==> src/hw/rtl/msdco_pkg.sv <==
// ----------------------------------------------------------------------------
// msdco_pkg
// shared types and constants of the multi-server dispatcher
// ----------------------------------------------------------------------------
`default_nettype none

package msdco_pkg;

  localparam int CFG_W  = 5;
  localparam int JOB_W  = 24;
  localparam int DUR_W  = 16;
  localparam int TIME_W = 32;

  localparam logic [CFG_W-1:0] NUM_SERVERS_RST = 5'd4;

  typedef struct packed {
    logic [TIME_W-1:0] finish;
    logic [JOB_W-1:0]  job;
  } srv_entry_t;

  typedef struct packed {
    logic push;
    logic pop;
  } stk_ctrl_t;

endpackage

`default_nettype wire

==> src/hw/rtl/msdco_srv_ram.sv <==
// ----------------------------------------------------------------------------
// msdco_srv_ram
// server table: finish time and job id per server, registered read
// ----------------------------------------------------------------------------
`default_nettype none

module msdco_srv_ram #(
  parameter int MAX_SERVERS = 16,
  localparam int AW = (MAX_SERVERS > 1) ? $clog2(MAX_SERVERS) : 1
) (
  input  wire                     clk,
  input  wire                     we,
  input  wire [AW-1:0]            waddr,
  input  msdco_pkg::srv_entry_t   wdata,
  input  wire [AW-1:0]            raddr,
  output msdco_pkg::srv_entry_t   rdata
);
  import msdco_pkg::*;

  srv_entry_t mem [MAX_SERVERS];
  srv_entry_t rdata_r;

  always_ff @(posedge clk) begin
    if (we) begin
      mem[waddr] <= wdata;
    end
  end

  always_ff @(posedge clk) begin
    rdata_r <= mem[raddr];
  end

  assign rdata = rdata_r;

endmodule

`default_nettype wire

==> src/hw/rtl/msdco_grp_stack.sv <==
// ----------------------------------------------------------------------------
// msdco_grp_stack
// stack of job ids that complete at one shared time
// ----------------------------------------------------------------------------
`default_nettype none

module msdco_grp_stack #(
  parameter int MAX_SERVERS = 16,
  localparam int AW = (MAX_SERVERS > 1) ? $clog2(MAX_SERVERS) : 1,
  localparam int UW = $clog2(MAX_SERVERS + 1)
) (
  input  wire                          clk,
  input  wire                          rst_n,
  input  msdco_pkg::stk_ctrl_t         ctrl,
  input  wire [msdco_pkg::JOB_W-1:0]   push_job,
  output logic [UW-1:0]                cnt,
  output logic [msdco_pkg::JOB_W-1:0]  rd_job
);
  import msdco_pkg::*;

  logic [JOB_W-1:0] mem [MAX_SERVERS];
  logic [UW-1:0]    cnt_r;
  logic [UW-1:0]    top_idx;
  logic [JOB_W-1:0] rd_job_r;

  assign top_idx = cnt_r - UW'(1);

  always_ff @(posedge clk) begin
    if (ctrl.push) begin
      mem[cnt_r[AW-1:0]] <= push_job;
    end
    if (ctrl.pop) begin
      rd_job_r <= mem[top_idx[AW-1:0]];
    end
  end

  always_ff @(posedge clk) begin
    if (!rst_n) begin
      cnt_r <= '0;
    end else if (ctrl.push) begin
      cnt_r <= cnt_r + UW'(1);
    end else if (ctrl.pop) begin
      cnt_r <= top_idx;
    end
  end

  assign cnt    = cnt_r;
  assign rd_job = rd_job_r;

endmodule

`default_nettype wire

==> src/hw/rtl/msdco_min_unit.sv <==
// ----------------------------------------------------------------------------
// msdco_min_unit
// shared compare unit: keeps the earliest finishing server seen in a scan
// ----------------------------------------------------------------------------
`default_nettype none

module msdco_min_unit #(
  parameter int MAX_SERVERS = 16,
  localparam int AW = (MAX_SERVERS > 1) ? $clog2(MAX_SERVERS) : 1
) (
  input  wire                     clk,
  input  wire                     rst_n,
  input  wire                     clr,
  input  wire                     cand_vld,
  input  wire [AW-1:0]            cand_idx,
  input  msdco_pkg::srv_entry_t   cand,
  output logic [AW-1:0]           best_idx,
  output msdco_pkg::srv_entry_t   best
);
  import msdco_pkg::*;

  logic       best_vld_r;
  logic [AW-1:0] best_idx_r;
  srv_entry_t best_r;
  logic       take;

  // strict less keeps the lower server on ties
  assign take = cand_vld && (!best_vld_r || (cand.finish < best_r.finish));

  always_ff @(posedge clk) begin
    if (!rst_n || clr) begin
      best_vld_r <= 1'b0;
    end else if (take) begin
      best_vld_r <= 1'b1;
    end
    if (take) begin
      best_idx_r <= cand_idx;
      best_r     <= cand;
    end
  end

  assign best_idx = best_idx_r;
  assign best     = best_r;

endmodule

`default_nettype wire

==> src/hw/rtl/multi_server_dispatch_completion_order.sv <==
// ----------------------------------------------------------------------------
// multi_server_dispatch_completion_order
// k-server earliest-free dispatcher with completion ordering
// ----------------------------------------------------------------------------
// A job that opens an unused server is written straight into the server
// table from idle and gives no word. Any other job scans the servers in use
// through the one compare unit, one table read a cycle, then drains the
// completion stack when the earliest finish time differs from the stacked
// one or the stack is full. A flush repeats that scan once per busy server
// and drains what is left on the stack at the end. The block takes
// no new word until every word of the current one has been handed to the
// output register; a full output register stalls the drain.
// ----------------------------------------------------------------------------
`default_nettype none

module multi_server_dispatch_completion_order #(
  parameter int MAX_SERVERS = 16
) (
  input  wire         clk,
  input  wire         rst_n,
  input  wire         cfg_wen,
  input  wire  [4:0]  cfg_wdata,      // num_servers
  input  wire         in_tvalid,
  output logic        in_tready,
  input  wire  [39:0] in_tdata,       // job_id, duration
  input  wire         in_tuser,       // func
  output logic        out_tvalid,
  input  wire         out_tready,
  output logic [55:0] out_tdata,      // done_job_id, finish_time
  output logic        out_tlast
);
  import msdco_pkg::*;

  localparam int AW = (MAX_SERVERS > 1) ? $clog2(MAX_SERVERS) : 1;
  localparam int UW = $clog2(MAX_SERVERS + 1);
  localparam int CW = (UW > CFG_W) ? UW : CFG_W;

  typedef enum logic [3:0] {
    IDLE, SCAN, CJ, PUSH, FL_NEXT, DR_POP, DR_EMIT, FL_END, FINISH
  } state_t;

  state_t state_r;

  logic [CFG_W-1:0]     ns_r;
  logic                 flushing_r;
  logic [JOB_W-1:0]     in_job_r;
  logic [DUR_W-1:0]     in_dur_r;
  logic [UW-1:0]        used_r;
  logic [UW-1:0]        left_r;
  logic [UW-1:0]        iss_r;
  logic                 rd_pend_r;
  logic [AW-1:0]        rd_idx_r;
  logic [MAX_SERVERS-1:0] taken_r;
  logic [TIME_W-1:0]    gtime_r;
  logic                 drain_end_r;
  logic                 pend_vld_r;
  logic [JOB_W-1:0]     pend_job_r;
  logic [TIME_W-1:0]    pend_time_r;
  logic                 out_tvalid_r;
  logic [JOB_W-1:0]     out_job_r;
  logic [TIME_W-1:0]    out_time_r;
  logic                 out_last_r;

  logic                 in_acc;
  logic [CW-1:0]        k_eff;
  logic                 room;
  logic                 out_free;
  logic                 emit_ok;
  logic                 out_load;
  logic                 need_drain;
  logic [TIME_W:0]      sum;
  logic [TIME_W-1:0]    sat_time;

  logic                 ram_we;
  logic [AW-1:0]        ram_waddr;
  srv_entry_t           ram_wdata;
  srv_entry_t           ram_rdata;
  logic                 min_clr;
  logic                 cand_vld;
  logic [AW-1:0]        best_idx;
  srv_entry_t           best;
  stk_ctrl_t            stk_ctrl;
  logic [UW-1:0]        stk_cnt;
  logic [JOB_W-1:0]     stk_job;

  assign in_tready = (state_r == IDLE);
  assign in_acc    = in_tvalid && in_tready;
  assign out_free  = !out_tvalid_r || out_tready;
  assign emit_ok   = !pend_vld_r || out_free;
  assign out_load  = pend_vld_r && out_free &&
                     ((state_r == DR_EMIT) || (state_r == FINISH));

  always_comb begin
    if (ns_r == '0) begin
      k_eff = CW'(1);
    end else if (CW'(ns_r) > CW'(MAX_SERVERS)) begin
      k_eff = CW'(MAX_SERVERS);
    end else begin
      k_eff = CW'(ns_r);
    end
  end

  assign room       = CW'(used_r) < k_eff;
  assign sum        = {1'b0, best.finish} + {{(TIME_W + 1 - DUR_W){1'b0}}, in_dur_r};
  assign sat_time   = sum[TIME_W] ? {TIME_W{1'b1}} : sum[TIME_W-1:0];
  assign need_drain = (stk_cnt != '0) &&
                      ((best.finish != gtime_r) || (stk_cnt >= UW'(MAX_SERVERS)));
  assign cand_vld   = (state_r == SCAN) && rd_pend_r && !taken_r[rd_idx_r];

  always_comb begin
    ram_we       = 1'b0;
    ram_waddr    = best_idx;
    ram_wdata    = '{finish: sat_time, job: in_job_r};
    min_clr      = 1'b0;
    stk_ctrl     = '{push: 1'b0, pop: 1'b0};
    unique case (state_r)
      IDLE: begin
        if (in_acc && !in_tuser) begin
          if (room) begin
            ram_we    = 1'b1;
            ram_waddr = used_r[AW-1:0];
            ram_wdata = '{finish: {{(TIME_W - DUR_W){1'b0}}, in_tdata[39:24]},
                          job: in_tdata[23:0]};
          end else begin
            min_clr = 1'b1;
          end
        end
      end
      CJ:      ram_we = !flushing_r;
      PUSH:    stk_ctrl.push = 1'b1;
      FL_NEXT: min_clr = (left_r != '0);
      DR_POP:  stk_ctrl.pop = (stk_cnt != '0);
      default: ;
    endcase
  end

  always_ff @(posedge clk) begin
    if (!rst_n) begin
      state_r      <= IDLE;
      ns_r         <= NUM_SERVERS_RST;
      used_r       <= '0;
      taken_r      <= '0;
      gtime_r      <= '0;
      pend_vld_r   <= 1'b0;
      out_tvalid_r <= 1'b0;
      rd_pend_r    <= 1'b0;
      flushing_r   <= 1'b0;
      drain_end_r  <= 1'b0;
      iss_r        <= '0;
      left_r       <= '0;
    end else begin
      if (cfg_wen) begin
        ns_r <= cfg_wdata;
      end
      if (out_load) begin
        out_tvalid_r <= 1'b1;
      end else if (out_tready) begin
        out_tvalid_r <= 1'b0;
      end
      unique case (state_r)
        IDLE: begin
          if (in_acc) begin
            in_job_r   <= in_tdata[23:0];
            in_dur_r   <= in_tdata[39:24];
            flushing_r <= in_tuser;
            iss_r      <= '0;
            rd_pend_r  <= 1'b0;
            if (in_tuser) begin
              left_r  <= used_r;
              state_r <= FL_NEXT;
            end else if (room) begin
              used_r <= used_r + UW'(1);
            end else begin
              state_r <= SCAN;
            end
          end
        end
        SCAN: begin
          rd_pend_r <= (iss_r < used_r);
          rd_idx_r  <= iss_r[AW-1:0];
          if (iss_r < used_r) begin
            iss_r <= iss_r + UW'(1);
          end else if (!rd_pend_r) begin
            state_r <= CJ;
          end
        end
        CJ: begin
          if (flushing_r) begin
            taken_r[best_idx] <= 1'b1;
          end
          if (need_drain) begin
            drain_end_r <= 1'b0;
            state_r     <= DR_POP;
          end else begin
            state_r <= PUSH;
          end
        end
        PUSH: begin
          gtime_r <= best.finish;
          state_r <= flushing_r ? FL_NEXT : FINISH;
        end
        FL_NEXT: begin
          if (left_r == '0) begin
            drain_end_r <= 1'b1;
            state_r     <= DR_POP;
          end else begin
            left_r    <= left_r - UW'(1);
            iss_r     <= '0;
            rd_pend_r <= 1'b0;
            state_r   <= SCAN;
          end
        end
        DR_POP: begin
          if (stk_cnt != '0) begin
            state_r <= DR_EMIT;
          end else if (drain_end_r) begin
            state_r <= FL_END;
          end else begin
            state_r <= PUSH;
          end
        end
        DR_EMIT: begin
          if (emit_ok) begin
            if (pend_vld_r) begin
              out_job_r    <= pend_job_r;
              out_time_r   <= pend_time_r;
              out_last_r   <= 1'b0;
            end
            pend_vld_r  <= 1'b1;
            pend_job_r  <= stk_job;
            pend_time_r <= gtime_r;
            state_r     <= DR_POP;
          end
        end
        FL_END: begin
          used_r  <= '0;
          gtime_r <= '0;
          taken_r <= '0;
          state_r <= FINISH;
        end
        FINISH: begin
          if (!pend_vld_r) begin
            state_r <= IDLE;
          end else if (out_free) begin
            out_job_r    <= pend_job_r;
            out_time_r   <= pend_time_r;
            out_last_r   <= 1'b1;
            pend_vld_r   <= 1'b0;
            state_r      <= IDLE;
          end
        end
        default: state_r <= IDLE;
      endcase
    end
  end

  assign out_tvalid = out_tvalid_r;
  assign out_tdata  = {out_time_r, out_job_r};
  assign out_tlast  = out_last_r;

  msdco_srv_ram #(
    .MAX_SERVERS (MAX_SERVERS)
  ) u_srv_ram (
    .clk   (clk),
    .we    (ram_we),
    .waddr (ram_waddr),
    .wdata (ram_wdata),
    .raddr (iss_r[AW-1:0]),
    .rdata (ram_rdata)
  );

  msdco_min_unit #(
    .MAX_SERVERS (MAX_SERVERS)
  ) u_min_unit (
    .clk      (clk),
    .rst_n    (rst_n),
    .clr      (min_clr),
    .cand_vld (cand_vld),
    .cand_idx (rd_idx_r),
    .cand     (ram_rdata),
    .best_idx (best_idx),
    .best     (best)
  );

  msdco_grp_stack #(
    .MAX_SERVERS (MAX_SERVERS)
  ) u_grp_stack (
    .clk      (clk),
    .rst_n    (rst_n),
    .ctrl     (stk_ctrl),
    .push_job (best.job),
    .cnt      (stk_cnt),
    .rd_job   (stk_job)
  );

`ifndef SYNTHESIS
  a_idle_clean: assert property (@(posedge clk) disable iff (!rst_n)
    (state_r == IDLE) |-> (!pend_vld_r && (taken_r == '0)))
    else $error("pending word or taken mask left at idle");

  a_stack_bound: assert property (@(posedge clk) disable iff (!rst_n)
    stk_cnt <= UW'(MAX_SERVERS))
    else $error("completion stack overflow");

  a_used_bound: assert property (@(posedge clk) disable iff (!rst_n)
    used_r <= UW'(MAX_SERVERS))
    else $error("servers in use beyond table depth");

  a_push_room: assert property (@(posedge clk) disable iff (!rst_n)
    stk_ctrl.push |-> (stk_cnt < UW'(MAX_SERVERS)))
    else $error("push into full completion stack");
`endif

endmodule

`default_nettype wire

==> config.mk <==
export PLATFORM = sky130hd
export DESIGN_NAME = multi_server_dispatch_completion_order
export DESIGN_NICKNAME = d
export VERILOG_FILES = /design/src/hw/rtl/msdco_pkg.sv /design/src/hw/rtl/msdco_srv_ram.sv /design/src/hw/rtl/msdco_grp_stack.sv /design/src/hw/rtl/msdco_min_unit.sv /design/src/hw/rtl/multi_server_dispatch_completion_order.sv
export SDC_FILE = /design/constraint.sdc
export NUM_CORES = 2
export LEC_CHECK = 0
export BUFFER_PORTS_ARGS = -buffer_cell sky130_fd_sc_hd__buf_4
export CAP_MARGIN = 20
export CORE_ASPECT_RATIO = 1.4
export CORE_UTILIZATION = 50
export CTS_CLUSTER_DIAMETER = 100
export DETAILED_ROUTE_END_ITERATION = 6
export HOLD_SLACK_MARGIN = 0.15
export PLACE_DENSITY = 0.66
export RECOVER_POWER = 100
export SLEW_MARGIN = 0
export SYNTH_ARGS = -nofsm -noshare
export SYNTH_HDL_FRONTEND = slang
export SYNTH_SLANG_ARGS = --single-unit
==> constraint.sdc <==
create_clock -name clk -period 8.18 [get_ports clk]
set_input_delay 1.227 -clock clk [delete_from_list [all_inputs] [get_ports clk]]
set_output_delay 1.227 -clock clk [all_outputs]
set_load 0.005 [all_outputs]
==> run summary <==
Register area share after synthesis = 76.8%
Vias in the first global route = 31357
Most used DFF post-synth = edfxtp_1
Slew headroom = -137%
Sw Share = 20.4%
Std-Cell Rows = 153
Core area = 0.125 mm^2
Final min period = 6.27 ns
CTS tree = built
Critical Path End Type = register
Clk_lat worst skew = 0.77 ns
Final TNS setup = 0 ns
Total power = 17.6 mW
Unrepaired setup endpoints after global routing = no
Failing checks = max-capacitance violations, max-slew violations
Worst r2r path cells = 11
Arrival @ worst endpoint = 6.66 ns
Sequential share of power = 54.1%
Resize count post-CTS = 0
Post-DR wirelength/cell = 27.6 um
Filler Cell Count = 8999
Type of origin of the critical path = register
Antenna Nets Post-Route = 0
Drt initial violations = 2807
Die Y = 422 um
Routability cong. = 0.853
R2r setup slk = 1.91 ns
Initial antenna violation count = 9
Post-Syn Nets = 3144
P_sw = 3.58 mW
CTS Root Cell = clkbuf_16
Final worst-path cycle share = 76.7%
Ys async rst share = 0%
Hold depth = 0
CTS Buf Count = 152
Max Cap Viol = 37
WL final = 138000 um
Worst hold path class = register to register
Worst-Margin Slew = 3.55 ns
Area of the multi-input gates = 0.0140 mm^2
Pint = 14.0 mW
Pwr dens = 248 mW/mm^2
FMAX = 159 MHz
Clock power share = 42.1%
Initial core utilization = 50.7%
Setup violators final = 0
FF+latch count, synth = 1660
Kind of critical path = register to register
GRT overflow = 0
Cell Count, Final, Fillers Out = 4980
Port-buffer cells = 109
Gate Count Post-Synth = 3030
Final hold vios = 0
Status = finished with violations
Die area = 0.128 mm^2
Synth cell types = 69
Flip-flop and latch area = 0.0485 mm^2
Cells after DPL = 4693
Hold_sp = u_srv_ram.rdata[22]$_DFF_P_
R2R Path Start = state_r[2]$_SDFFE_PN0P_
Via Count = 29678
Post-synth EDFFs = 1521
Clock-pin slew of the registers on the worst-case setup and hold paths = 0.06 ns
Vias/cell = 5.96
Maximum vdd drop = 0.228 mV
Avg Cell Area, Syn = 20.8 um^2
Reg2Reg Capture Point = u_srv_ram.mem[14][47]$_DFFE_PP_
Largest net degree at the start of global routing = 139
Critical Path Start = state_r[2]$_SDFFE_PN0P_
Post-DP HPWL = 81500 um
Critical path peak fanout = 47
Die X = 302 um
Post-synthesis instance area = 0.0631 mm^2
Leading cell type in the layout, fill and taps excluded = edfxtp_1
Layout cells sized above 1 = 23.1%
Boundary Pins = 110
Clk_skew = 0.0199 ns
Final #Nets = 3340
Drc violations = 0
Final worst slack = 1.91 ns
H-tree lvl count = 4
Slew Viols, Final = 1147
Most frequent cells in the layout = edfxtp_1, mux4_2, clkbuf_16
YS warnings = 0
Placed cell areas = 0.0662 mm^2
Combinational share of power = 3.8%
Postcts setup bufs = 0
Clock buffer depth = 3
First-pass GRT wire length = 204000 um
CTS sink cnt = 1660
Setup WS pre-CTS = 2.85 ns
Design Area, Final = 0.0710 mm^2
All-Layer GR Usage = 22.1%
Worst Setup EP = u_srv_ram.mem[14][47]$_DFFE_PP_
Leak pwr = 22.2 nW
P&R area growth vs syn = 12.6%
Pre-antenna DRT Iters = 5
Worst Path Required = 8.57 ns
Hold buffer count at CTS = 0
==> power groups by stage <==
stage | logic (mW) | clock network (mW) | registers (mW)
3_5_place_dp | 0.682 | 0 | 9.70
2_1_floorplan | 0.443 | 0 | 9.66
3_3_place_gp | 0.647 | 0 | 9.69
6_report | 0.664 | 7.40 | 9.52
5_1_grt | 0.722 | 7.82 | 9.53
4_1_cts | 0.683 | 7.52 | 9.52
==> worst min path at each step <==
stage / slack [ns] / endpoint
floorplan: 0.39 / u_min_unit.best[0]$_DFFE_PP_
global placement: 0.39 / u_min_unit.best[10]$_DFFE_PP_
detailed placement: 0.39 / u_min_unit.best[10]$_DFFE_PP_
CTS: 0.41 / u_min_unit.best[18]$_DFFE_PP_
global route: 0.41 / u_min_unit.best[18]$_DFFE_PP_
finish: 0.40 / u_min_unit.best[22]$_DFFE_PP_
==> synth_stat cells, types with 10 or more instances <==
cell,n,area share [%]
nor3_1,50,0.40
xnor2_1,27,0.37
o21ai_0,25,0.20
dfxtp_1,139,4.4
nand2_1,134,0.80
nor2b_1,13,0.13
buf_1,30,0.18
mux4_2,405,14
nand3_1,17,0.13
nand4_1,10,0.099
a21oi_1,96,0.76
ha_1,62,1.2
xor2_1,32,0.44
a21o_1,17,0.20
nor4_1,10,0.099
buf_2,27,0.21
inv_1,53,0.32
a31oi_1,16,0.16
a211oi_1,11,0.13
nor2_1,140,0.83
edfxtp_1,1521,72
clkbuf_1,67,0.40
o22a_1,16,0.22
==> kinds of logic after synthesis <==
group,Yosys count,synth area share (%)
flip-flops,1660,76.8
AND/OR/NAND/NOR,416,2.96
multiplexers,412,14.6
AO/OA/AOI/OAI,231,2.39
buffers and inverters,189,1.24
adder cells (fa/ha/maj),63,1.26
XOR/XNOR,59,0.819
==> flip-flops by register name, summed over array words and instances, names as in the netlist, 32 cells and up <==
signal and flops:
gtime_r 32, out_time_r 32, pend_time_r 32, u_grp_stack.mem 384, u_min_unit.best 56, u_srv_ram.mem 896
u_srv_ram.rdata 56
==> routing by layer <==
| metal | track usage [%] | share of wire (%) |
|---|---|---|
| met3 | 3.31 | 5.9 |
| met1 | 28.3 | 38 |
| met4 | 7.09 | 2.8 |
| met2 | 38.5 | 53 |
| met5 | 0 | 0.0087 |
==> layout make-up <==
cell class                 count  share of cell area (%)
antenna                        2                 0.00704
clock inverter                81                    1.50
inverter                      56                   0.296
timing repair buffer         175                    1.58
sequential                  1660                    68.2
clock buffer                 198                    5.87
tap                         1627                    2.87
multi-input combinational   1181                    19.7
==> through the flow <==
stage | hold slack, ns | utilization [%]
2_1_floorplan | 0.386 | -
3_3_place_gp | 0.391 | 53.1
3_5_place_dp | 0.389 | 53.1
4_1_cts | 0.406 | 57.3
5_1_grt | 0.408 | 57.0
6_report | 0.405 | 57.0
==> critical path, cell delays in order (launching register included) <==
cell and delay, ns:
dfxtp_1 0.88, nor2_1 0.47, nand2_1 0.15, inv_1 0.18, nand2_1 0.13, nor2_1 0.31, a21boi_4 0.61, buf_4 0.45
a31oi_1 0.40, nor2_4 0.19, clkbuf_1 1.34, buf_4 0.72
No activity file was read; power rests on OpenSTA's default activity.
